File: src/rpn_pkg.sv
// rpn_pkg: shared types, codes and arithmetic helpers for the RPN stack calculator.
// Depends on nothing; used by rpn_alu, rpn_stack_calculator and rpn_checker.
package rpn_pkg;

  localparam int STACK_DEPTH_DEF = 16;
  localparam int DATA_W          = 32;
  localparam int OPC_W           = 3;
  localparam int STAT_W          = 2;
  localparam int CNT_OUT_W       = 5;
  localparam int MAG_W           = 48;
  localparam int MUL_STEPS       = 32;
  localparam int DIV_STEPS       = 48;
  localparam int STEP_W          = 6;
  localparam int FRAC_W          = 16;

  localparam logic [OPC_W-1:0] OP_PUSH  = 3'd0;
  localparam logic [OPC_W-1:0] OP_ADD   = 3'd1;
  localparam logic [OPC_W-1:0] OP_SUB   = 3'd2;
  localparam logic [OPC_W-1:0] OP_MUL   = 3'd3;
  localparam logic [OPC_W-1:0] OP_DIV   = 3'd4;
  localparam logic [OPC_W-1:0] OP_CLEAR = 3'd5;

  localparam logic [STAT_W-1:0] ST_OK      = 2'd0;
  localparam logic [STAT_W-1:0] ST_EMPTY   = 2'd1;
  localparam logic [STAT_W-1:0] ST_DIVZERO = 2'd2;
  localparam logic [STAT_W-1:0] ST_FULL    = 2'd3;

  localparam logic [DATA_W-1:0] MAX_POS = 32'h7FFF_FFFF;
  localparam logic [DATA_W-1:0] MIN_NEG = 32'h8000_0000;

  typedef enum logic [1:0] {
    ALU_ADD = 2'd0,
    ALU_SUB = 2'd1,
    ALU_MUL = 2'd2,
    ALU_DIV = 2'd3
  } alu_op_t;

  typedef struct packed {
    logic    start;
    alu_op_t op;
  } alu_req_t;

  function automatic logic [DATA_W-1:0] magnitude(input logic [DATA_W-1:0] v);
    magnitude = v[DATA_W-1] ? (~v + 32'd1) : v;
  endfunction

  function automatic logic [DATA_W-1:0] sat_mag(input logic neg, input logic [MAG_W-1:0] mag);
    logic [DATA_W-1:0] res;
    if (neg) begin
      if (mag >= {16'd0, MIN_NEG}) res = MIN_NEG;
      else res = ~mag[DATA_W-1:0] + 32'd1;
    end else begin
      if (mag > {16'd0, MAX_POS}) res = MAX_POS;
      else res = mag[DATA_W-1:0];
    end
    return res;
  endfunction

  function automatic logic [DATA_W-1:0] sat_addsub(input logic [DATA_W-1:0] a,
                                                   input logic [DATA_W-1:0] b,
                                                   input logic sub);
    logic [DATA_W:0] s;
    logic [DATA_W-1:0] res;
    if (sub) s = {a[DATA_W-1], a} - {b[DATA_W-1], b};
    else s = {a[DATA_W-1], a} + {b[DATA_W-1], b};
    if (s[DATA_W] != s[DATA_W-1]) res = s[DATA_W] ? MIN_NEG : MAX_POS;
    else res = s[DATA_W-1:0];
    return res;
  endfunction

endpackage

File: src/rpn_alu.sv
// rpn_alu: shared Q16.16 arithmetic unit; add and subtract registered straight from idle,
// shift-add multiply and restoring divide one bit per cycle, all saturating.
// Depends on rpn_pkg.
module rpn_alu (
  input  logic                      clk,
  input  logic                      rst,
  input  rpn_pkg::alu_req_t         req,
  input  logic [rpn_pkg::DATA_W-1:0] lhs,
  input  logic [rpn_pkg::DATA_W-1:0] rhs,
  output logic                      done,
  output logic [rpn_pkg::DATA_W-1:0] result
);
  import rpn_pkg::*;

  typedef enum logic [3:0] {
    A_IDLE = 4'b0001,
    A_MUL  = 4'b0010,
    A_DIV  = 4'b0100,
    A_FIN  = 4'b1000
  } alu_state_t;

  alu_state_t        state;
  logic [STEP_W-1:0] step;
  logic              neg;
  logic              is_mul;
  logic [DATA_W-1:0] mcand;
  logic [2*DATA_W-1:0] acc;
  logic [DATA_W-1:0] dvsr;
  logic [DATA_W-1:0] rem;
  logic [MAG_W-1:0]  quo;

  logic [DATA_W:0]   mul_sum;
  logic [DATA_W:0]   trial;
  logic              ge;

  assign mul_sum = {1'b0, acc[2*DATA_W-1:DATA_W]} + (acc[0] ? {1'b0, mcand} : '0);
  assign trial   = {rem, quo[MAG_W-1]};
  assign ge      = trial >= {1'b0, dvsr};

  always_ff @(posedge clk) begin
    if (rst) begin
      state <= A_IDLE;
      done  <= 1'b0;
    end else begin
      done <= 1'b0;
      case (state)
        A_IDLE: begin
          if (req.start) begin
            neg  <= lhs[DATA_W-1] ^ rhs[DATA_W-1];
            step <= '0;
            case (req.op)
              ALU_ADD: begin
                result <= sat_addsub(lhs, rhs, 1'b0);
                done   <= 1'b1;
              end
              ALU_SUB: begin
                result <= sat_addsub(lhs, rhs, 1'b1);
                done   <= 1'b1;
              end
              ALU_MUL: begin
                is_mul <= 1'b1;
                mcand  <= magnitude(lhs);
                acc    <= {{DATA_W{1'b0}}, magnitude(rhs)};
                state  <= A_MUL;
              end
              default: begin
                is_mul <= 1'b0;
                dvsr   <= magnitude(rhs);
                rem    <= '0;
                quo    <= {magnitude(lhs), {FRAC_W{1'b0}}};
                state  <= A_DIV;
              end
            endcase
          end
        end
        A_MUL: begin
          acc  <= {mul_sum, acc[DATA_W-1:1]};
          step <= step + STEP_W'(1);
          if (step == STEP_W'(MUL_STEPS - 1)) state <= A_FIN;
        end
        A_DIV: begin
          rem  <= ge ? DATA_W'(trial - {1'b0, dvsr}) : trial[DATA_W-1:0];
          quo  <= {quo[MAG_W-2:0], ge};
          step <= step + STEP_W'(1);
          if (step == STEP_W'(DIV_STEPS - 1)) state <= A_FIN;
        end
        A_FIN: begin
          result <= sat_mag(neg, is_mul ? acc[2*DATA_W-1:FRAC_W] : quo);
          done   <= 1'b1;
          state  <= A_IDLE;
        end
        default: state <= A_IDLE;
      endcase
    end
  end

endmodule

File: src/rpn_stack_calculator.sv
// rpn_stack_calculator: RPN calculator on a bounded stack of Q16.16 words.
// Top of stack in a register, lower entries in a one-port-write memory.
// Depends on rpn_pkg and rpn_alu.
//
//   channel   handshake         fields
//   command   start / busy      opcode, operand_value
//   result    done (1 cycle)    top_value, status, entry_count
//
// Push, clear, unknown-opcode, refused and short-stack commands: result in the cycle after accept.
// Add and subtract: second-entry read (S_READ), ALU, then writeback in S_CALC.
// Multiply and divide take the same path, with the bit-serial ALU loop in place of the ALU step.
// Divide by zero is answered from S_READ without the ALU. busy is high after accept until the result strobe.
// Synchronous reset empties the stack; no clearing pass. Results cannot stall.
module rpn_stack_calculator #(
  parameter int STACK_DEPTH = rpn_pkg::STACK_DEPTH_DEF
) (
  input  logic                               clk,
  input  logic                               rst,
  input  logic                               start,
  input  logic [rpn_pkg::OPC_W-1:0]          opcode,
  input  logic signed [rpn_pkg::DATA_W-1:0]  operand_value,
  output logic                               busy,
  output logic                               done,
  output logic signed [rpn_pkg::DATA_W-1:0]  top_value,
  output logic [rpn_pkg::STAT_W-1:0]         status,
  output logic [rpn_pkg::CNT_OUT_W-1:0]      entry_count
);
  import rpn_pkg::*;

  localparam int CW = $clog2(STACK_DEPTH + 1);
  localparam int AW = $clog2(STACK_DEPTH);
  localparam logic [CW-1:0] FULL_COUNT = CW'(STACK_DEPTH);

  typedef enum logic [2:0] {
    S_IDLE = 3'b001,
    S_READ = 3'b010,
    S_CALC = 3'b100
  } state_t;

  state_t            state;
  logic [CW-1:0]     count;
  logic [DATA_W-1:0] tos;
  logic [DATA_W-1:0] second;
  logic [OPC_W-1:0]  op_r;
  logic [DATA_W-1:0] mem [STACK_DEPTH];

  logic [AW-1:0]     rd_addr;
  logic [AW-1:0]     wr_addr;
  logic              wr_en;
  logic [DATA_W-1:0] cur_top;
  logic              div_zero;
  alu_req_t          alu_req;
  logic              alu_done;
  logic [DATA_W-1:0] alu_result;

  assign busy     = (state != S_IDLE);
  assign rd_addr  = AW'(count - CW'(2));
  assign wr_addr  = AW'(count - CW'(1));
  assign cur_top  = (count == '0) ? '0 : tos;
  assign wr_en    = start && !busy && (opcode == OP_PUSH) && (count != '0)
                    && (count < FULL_COUNT);
  assign div_zero = (op_r == OP_DIV) && (tos == '0);

  always_comb begin
    alu_req.start = (state == S_READ) && !div_zero;
    case (op_r)
      OP_SUB:  alu_req.op = ALU_SUB;
      OP_MUL:  alu_req.op = ALU_MUL;
      OP_DIV:  alu_req.op = ALU_DIV;
      default: alu_req.op = ALU_ADD;
    endcase
  end

  always_ff @(posedge clk) begin
    if (wr_en) begin
      mem[wr_addr] <= tos;
    end
    second <= mem[rd_addr];
  end

  rpn_alu u_alu (
    .clk    (clk),
    .rst    (rst),
    .req    (alu_req),
    .lhs    (second),
    .rhs    (tos),
    .done   (alu_done),
    .result (alu_result)
  );

  always_ff @(posedge clk) begin
    if (rst) begin
      state <= S_IDLE;
      count <= '0;
      done  <= 1'b0;
    end else begin
      done <= 1'b0;
      case (state)
        S_IDLE: begin
          if (start) begin
            op_r <= opcode;
            case (opcode)
              OP_PUSH: begin
                done <= 1'b1;
                if (count >= FULL_COUNT) begin
                  top_value   <= cur_top;
                  status      <= ST_FULL;
                  entry_count <= CNT_OUT_W'(count);
                end else begin
                  tos         <= operand_value;
                  count       <= count + CW'(1);
                  top_value   <= operand_value;
                  status      <= ST_OK;
                  entry_count <= CNT_OUT_W'(count + CW'(1));
                end
              end
              OP_ADD, OP_SUB, OP_MUL, OP_DIV: begin
                if (count == '0) begin
                  done        <= 1'b1;
                  top_value   <= '0;
                  status      <= ST_EMPTY;
                  entry_count <= '0;
                end else if (count == CW'(1)) begin
                  done        <= 1'b1;
                  top_value   <= tos;
                  status      <= ST_OK;
                  entry_count <= CNT_OUT_W'(count);
                end else begin
                  state <= S_READ;
                end
              end
              OP_CLEAR: begin
                count       <= '0;
                done        <= 1'b1;
                top_value   <= '0;
                status      <= ST_OK;
                entry_count <= '0;
              end
              default: begin
                done        <= 1'b1;
                top_value   <= cur_top;
                status      <= ST_OK;
                entry_count <= CNT_OUT_W'(count);
              end
            endcase
          end
        end
        S_READ: begin
          if (div_zero) begin
            done        <= 1'b1;
            top_value   <= tos;
            status      <= ST_DIVZERO;
            entry_count <= CNT_OUT_W'(count);
            state       <= S_IDLE;
          end else begin
            state <= S_CALC;
          end
        end
        S_CALC: begin
          if (alu_done) begin
            tos         <= alu_result;
            count       <= count - CW'(1);
            done        <= 1'b1;
            top_value   <= alu_result;
            status      <= ST_OK;
            entry_count <= CNT_OUT_W'(count - CW'(1));
            state       <= S_IDLE;
          end
        end
        default: state <= S_IDLE;
      endcase
    end
  end

endmodule

File: config.mk
export PLATFORM = sky130hd
export DESIGN_NAME = rpn_stack_calculator
export DESIGN_NICKNAME = d
export VERILOG_FILES = /design/src/rpn_pkg.sv /design/src/rpn_alu.sv /design/src/rpn_stack_calculator.sv
export SDC_FILE = /design/constraint.sdc
export NUM_CORES = 2
export LEC_CHECK = 0
export BUFFER_PORTS_ARGS = -buffer_cell sky130_fd_sc_hd__buf_2
export CAP_MARGIN = 20
export CORE_UTILIZATION = 55
export CTS_CLUSTER_SIZE = 30
export DETAILED_ROUTE_END_ITERATION = 10
export GPL_TIMING_DRIVEN = 0
export PLACE_DENSITY = 0.75
export SLEW_MARGIN = 0
export SYNTH_ARGS = -nofsm -noshare
export SYNTH_HDL_FRONTEND = slang
export SYNTH_SLANG_ARGS = --single-unit
export TNS_END_PERCENT = 50
File: constraint.sdc
create_clock -name clk -period 8.33 [get_ports clk]
set_input_delay 1.666 -clock clk [delete_from_list [all_inputs] [get_ports clk]]
set_output_delay 1.666 -clock clk [all_outputs]
set_load 0.05 [all_outputs]
# Word level (Yosys, flattened, before mapping)
# Memories as Yosys holds them, arrays and structs flattened. A register that Yosys moved wholly into a read port is not among the register bits.
# Index checks and enable logic that the tools add are counted.
[totals]
reg_bits = 336
out_inout_bits = 41
mem_bits_rw = 512
wordCells = 212
memories = 1
inputBits = 38
[mem_list]
columns = ["name", "words", "word_bits", "read_ports", "rd_ports_with_merged_regs", "wr", "line_no", "text"]
rows = [
  ["mem", 16, 32, 1, 1, 1, "rpn_stack_calculator.sv:45", "logic [DATA_W-1:0] mem [STACK_DEPTH];"],
]
[op_classes]
n_addsub = 11
mux = 92
n_bitwise = 7
n_eq_ne = 40
magnitude_cmp = 5
reduce_logical = 37
[ops]
columns = ["op", "n"]
rows = [
  ["$mux 32", 24],
  ["$mux 33", 8],
  ["$pmux 32 s2", 4],
  ["$pmux 32 s3", 2],
  ["$mux 48", 3],
  ["$mux 64", 2],
  ["$pmux 64 s2", 1],
  ["$add 32x1->32 const B", 3],
  ["$not 32->32", 3],
  ["$pmux 48 s2", 1],
  ["$ge 48x32->1 const B", 1],
  ["$gt 48x31->1 const B", 1],
  ["$mux 5", 7],
  ["$add 32x32->33", 1],
  ["$add 32x33->33", 1],
  ["$ge 33x32->1", 1],
  ["$sub 32x32->33", 1],
  ["$logic_not 32->1", 1],
  ["$reduce_and 4->1", 8],
  ["$sub 32x32->32", 1],
  ["$pmux 5 s3", 2],
  ["$ne 2x2->1 const B", 10],
  ["$pmux 5 s2", 2],
  ["$mux 3", 6],
  ["52 further kinds", 98],
]

# Longest topological paths before layout
[logic_depth]
depth_word = 12
depth_mapped = 17
mapped_depth_nobuf = 14

# Hierarchy
# A second synthesis with hierarchy kept.
[unflattened]
cells_unflattened = 3468
area_unflattened_um2 = 44356.3
[modules_own_cells]
columns = ["module", "area_per_inst_um2", "seq_area_each_um2", "n_inst", "cells_each"]
rows = [
  ["rpn_stack_calculator", 24173.2, 18417.7, 1, 1209],
  ["rpn_alu", 20183.1, 7547.2, 1, 2259],
]

# Worst setup path after synthesis
# No wires, ideal clock.
[synth_timing]
path_type = "input-to-reg"
startpoint = "in rst"
endpoint = "reg u_alu.quo[0] (enable)"
path_stages = 3
setup_time_ps = 637
required_time_ps = 7693
setup_slack_ps = -231
arrival_ps = 7924
n_path_buf = 2
path_cell_list = "clkbuf_1 -> clkbuf_1 -> a211oi_1"
[synth_between]
elab_chain_cells = 2
[synth_lines]
columns = ["element", "line_no", "text"]
rows = [
  ["start: declaration", "rpn_stack_calculator.sv:18", "input logic rst,"],
  ["$not 1->1 (no source line)", "--", ""],
  ["$reduce_and 4->1 (no source line)", "--", ""],
  ["end signal: assignment", "rpn_alu.sv:70", "quo <= {magnitude(lhs), {FRAC_W{1'b0}}};"],
  ["end signal: assignment", "rpn_alu.sv:83", "quo <= {quo[MAG_W-2:0], ge};"],
  ["end: declaration", "rpn_alu.sv:30", "logic [MAG_W-1:0] quo;"],
]
# No other way between the ends.
# A chain may end at the register's enable or synchronous reset.

# Final worst setup path
[layout_timing]
startpoint = "reg tos[31]"
endpoint = "reg u_alu.result[21] in the netlist's numbering (data pin)"
[layout_between]
elab_chain_cells = 10
elab_cells_between_ends = 19
cone_classes = "add/sub: 2; eq/ne: 2; mux: 15"
[layout_lines]
columns = ["element", "line_no", "text"]
rows = [
  ["start: declaration", "rpn_stack_calculator.sv:42", "logic [DATA_W-1:0] tos;"],
  ["start signal: assignment", "rpn_stack_calculator.sv:110", "tos <= operand_value;"],
  ["start signal: assignment", "rpn_stack_calculator.sv:161", "tos <= alu_result;"],
  ["$sub 32x32->33 / $add 32x32->33 (equally long branches)", "rpn_pkg.sv:64, rpn_pkg.sv:65", ""],
  ["$mux 33", "rpn_alu.sv:51", "case (req.op)"],
  ["$mux 33", "rpn_alu.sv:48", "if (req.start) begin"],
  ["$mux 33", "rpn_alu.sv:46", "case (state)"],
  ["$mux 33", "rpn_alu.sv:41", "if (rst) begin"],
  ["$mux 32 / $ne 1x1->1 (equally long branches)", "rpn_pkg.sv:66", "if (s[DATA_W] != s[DATA_W-1]) res = s[DATA_W] ? MIN_NEG : MAX_POS;"],
  ["$mux 32", "rpn_pkg.sv:66", ""],
  ["$pmux 32 s2 *", "rpn_alu.sv:51", ""],
  ["$mux 32 *", "rpn_alu.sv:48", ""],
  ["$pmux 32 s2 *", "rpn_alu.sv:46", ""],
  ["end signal: assignment", "rpn_alu.sv:53", "result <= sat_addsub(lhs, rhs, 1'b0);"],
  ["end signal: assignment", "rpn_alu.sv:57", "result <= sat_addsub(lhs, rhs, 1'b1);"],
  ["end signal: assignment", "rpn_alu.sv:88", "result <= sat_mag(neg, is_mul ? acc[2*DATA_W-1:FRAC_W] : quo);"],
  ["end: declaration", "rpn_alu.sv:11", "output logic [rpn_pkg::DATA_W-1:0] result"],
]
# Every way passes the cells marked *; elsewhere a longest branch is shown, timed or not. The select of a mux whose other input is x is not followed.

==> impl_metrics.tcl <==
set metrics [dict create \
    ctsHtreeMaxLevel 3 \
    crit_arrival_ns 6.64 \
    drv_slew 0 \
    cts.repair.resized 0 \
    rr_worst_depth 16 \
    nFillCells 5769 \
    dr.pass1.iters 7 \
    hold_viol_final 0 \
    drv_cap 0 \
    io_buffers 77 \
    reg2reg_slack_ns 2.07 \
    cts_tree "done" \
    dp_hpwl_um 91400 \
    drtIter0Drc 4057 \
    clock_power_share_pct 43.3 \
    num_vias 30707 \
    synth_edf_count 834 \
    multi_input_area_mm2 0.0168 \
    clkSinkCount 880 \
    antenna_found_initial 3 \
    p_total_mw 9.85 \
    syn_area_per_cell_um2 12.8 \
    r2r_start "tos[31]$_DFFE_PP_" \
    ys.flop_type "edfxtp_1" \
    p_leak_nw 17.6 \
    fin_worst_skew_ns 0.0541 \
    synth_seq_cells 880 \
    crit_type "flip-flop to flip-flop" \
    dieArea_mm2 0.0809 \
    post_cts_buffers 0 \
    cts_root_buf "clkbuf_16" \
    ys_types 86 \
    rows 103 \
    status "finished, final reports clean" \
    grt_max_degree 33 \
    syn_to_final_growth_pct 13.6 \
    relSlewSlack_pct 27.0 \
    p_per_area_mw_per_mm2 198 \
    fin_util_pct 63.1 \
    hold_depth 2 \
    drc_errors 0 \
    period_share_pct 75.2 \
    grt_pass1_wl_um 193000 \
    cp_data_required_time_ns 8.71 \
    regArea_mm2 0.0260 \
    p_sw_mw 2.33 \
    fp.dieW_um 284 \
    cp-end-kind "flip-flop" \
    antenna_left 0 \
    rsz0062_at_grt "false" \
    yosys_warnings 0 \
    finalSetupTns_ns 0 \
    synth_cells 3425 \
    syn-num-nets 3607 \
    pin_count 79 \
    drive_gt1_share_pct 13.9 \
    path_clk_slew_ns 0.06 \
    grt.total_usage_pct 32.4 \
    initial_core_util_pct 55.5 \
    gp_congestion 1.02 \
    fin_crit_ns 6.26 \
    intPower_mw 7.52 \
    grt_overflow 0 \
    cp-start-kind "flip-flop" \
    min_from "u_alu.result[21]$_DFFE_PP_" \
    reg2reg_to "u_alu.result[21]$_DFFE_PP_" \
    wl_per_cell_um 27.6 \
    cts_hold_buf 0 \
    clock_latency_ns 0.71 \
    die_h_um 284 \
    max_freq_ghz 0.160 \
    vias_per_cell 6.43 \
    ir_worst_vdd_v 0.000262 \
    tightest_slew_ns 1.09 \
    worstHoldPathType "flip-flop to flip-flop" \
    crit_fanout 20 \
    switching_share_pct 23.6 \
    ys_async_sr_fraction_pct 0 \
    routed_wl_um 132000 \
    min_to "tos[21]$_DFFE_PP_" \
    core_area_mm2 0.0790 \
    finalSetupViolCount 0 \
    combPwrFrac_pct 7.1 \
    cts_buffers 90 \
    clock_path_buffers 3 \
    grt_pass1_vias 29735 \
    final_nets 3826 \
    yosysSeqAreaShare_pct 59.2 \
    syn_area_mm2 0.0439 \
    seqPwrFrac_pct 49.6 \
]
-- placed cells by master, fill, tap and decap left out, types with 14 or more instances in the layout --
cell type / n
o21ai_0: 155
o21a_1: 15
nand3_1: 47
buf_2: 90
xor2_1: 37
nand2b_1: 26
nor4_1: 19
or3_1: 15
clkbuf_1: 149
nor2_1: 327
o31ai_1: 31
o21bai_1: 18
mux2i_1: 33
clkbuf_16: 92
xnor2_1: 139
ha_1: 140
mux4_2: 160
a222oi_1: 32
a21o_1: 48
buf_8: 14
dfxtp_1: 46
mux2_2: 17
nor2b_1: 26
buf_1: 15
nand2_1: 314
buf_16: 14
a211oi_1: 29
nand4_1: 17
nor2_4: 17
a31oi_1: 17
a21oi_1: 195
and3_1: 23
inv_1: 157
edfxtp_1: 834
nor3_1: 51
clkinv_1: 17
and2_1: 58
-- critical path, stage by stage, from the launching register on --
cell and delay (ns):
edfxtp_1 0.92, clkbuf_1 0.59, inv_1 0.36, ha_1 0.37, buf_2 0.19, or4_1 0.59, nor4_4 0.27, nand3_1 0.13
a211oi_1 0.52, and3b_1 0.27, clkbuf_1 0.16, a2111o_1 0.39, o211a_1 0.17, nand2_2 0.23, buf_6 0.21, a21oi_1 0.05
a211oi_1 0.52
-- through the flow --
step | area, µm² | cells | worst slack [ns] | hold WS (ns)
finish | 49800 | 4775 | 2.07 | 0.535
global route | 49800 | 4772 | 1.89 | 0.573
CTS | 49700 | 4760 | 2.32 | 0.533
detailed placement | 46500 | 4590 | 2.37 | 0.539
global placement | 45600 | 4552 | -2.03 | 0.519
floorplan | 43900 | 3425 | 2.35 | 0.473
-- final cells by class --
class                   instances  area share, %
diodes                          3         0.0151
plain buffers                 164           1.32
clock buffers                 115           4.91
clock inverters                55           1.40
inverters                     159           1.20
multi-input cells            2222           33.8
flip-flops and latches        880           52.1
well taps                    1050           2.64
repair buffers                127           2.65
-- sequential cells by signal, summed over array words and instances, names as in the netlist, 4 cells and up --
name          cells
u_alu.quo        48
top_value        32
u_alu.step        6
u_alu.mcand      32
u_alu.result     32
u_alu.rem        32
u_alu.state       4
tos              32
u_alu.dvsr       32
second           32
entry_count       5
count             5
u_alu.acc        64
mem             512
-- kinds of logic (layout without fill, tap and decap cells) --
logic type | after synthesis | in the layout | share of synthesized area (%)
and+or+nand+nor | 1006 | 1006 | 10.6
adders and majority gates | 144 | 144 | 4.18
other | 0 | 3 | 0
muxes | 211 | 211 | 9.44
buffers and inverters | 323 | 620 | 2.86
DFF | 880 | 880 | 59.2
AOI/OAI and AO/OA | 685 | 685 | 10.2
xor gates and xnor gates | 176 | 176 | 3.51
-- how the worst max path moves through the flow --
stage                           start                         end  slack, ns  cells after the start
6_report            tos[31]$_DFFE_PP_  u_alu.result[21]$_DFFE_PP_       2.07                     16
5_1_grt        u_alu.is_mul$_DFFE_PP_  u_alu.result[30]$_DFFE_PP_       1.89                     17
4_1_cts             tos[31]$_DFFE_PP_  u_alu.result[21]$_DFFE_PP_       2.32                     16
3_5_place_dp        tos[31]$_DFFE_PP_  u_alu.result[21]$_DFFE_PP_       2.37                     16
3_3_place_gp         tos[6]$_DFFE_PP_      top_value[1]$_DFFE_PP_      -2.03                      7
2_1_floorplan               opcode[1]    entry_count[0]$_DFFE_PP_       2.35                      6
-- metal layers --
metal	GRT usage, %	wire [µm]	share of wire [%]
met5	0	0	0
met2	51.9	62500	47
met3	6.40	13700	10
met4	16.7	6910	5.2
met1	42.0	48800	37
-- synth_stat cells (31+ instances only) --
| master | n | area share (%) |
|---|---|---|
| o21ai_0 | 155 | 1.8 |
| o31ai_1 | 31 | 0.53 |
| a21oi_1 | 197 | 2.2 |
| dfxtp_1 | 46 | 2.1 |
| a21o_1 | 48 | 0.82 |
| nand3_1 | 47 | 0.54 |
| a222oi_1 | 32 | 0.73 |
| clkbuf_1 | 132 | 1.1 |
| and2_1 | 58 | 0.83 |
| nor3_1 | 52 | 0.59 |
| a211oi_1 | 31 | 0.53 |
| edfxtp_1 | 834 | 57 |
| mux2i_1 | 33 | 0.75 |
| mux4_2 | 160 | 8.2 |
| ha_1 | 140 | 4.0 |
| xnor2_1 | 139 | 2.8 |
| nand2_1 | 314 | 2.7 |
| inv_1 | 157 | 1.3 |
| nor2_1 | 344 | 2.9 |
| xor2_1 | 37 | 0.74 |
-- power by group through the flow --
stage / Sequential, mW / Clock, mW / Combinational, mW
after floorplan: 4.99 / 0 / 0.424
after global placement: 4.98 / 0 / 0.647
after detailed placement: 4.98 / 0 / 0.665
after CTS: 4.88 / 4.28 / 0.673
after global routing: 4.89 / 4.45 / 0.739
final: 4.89 / 4.26 / 0.699
Power figures use the tool's default switching activity.
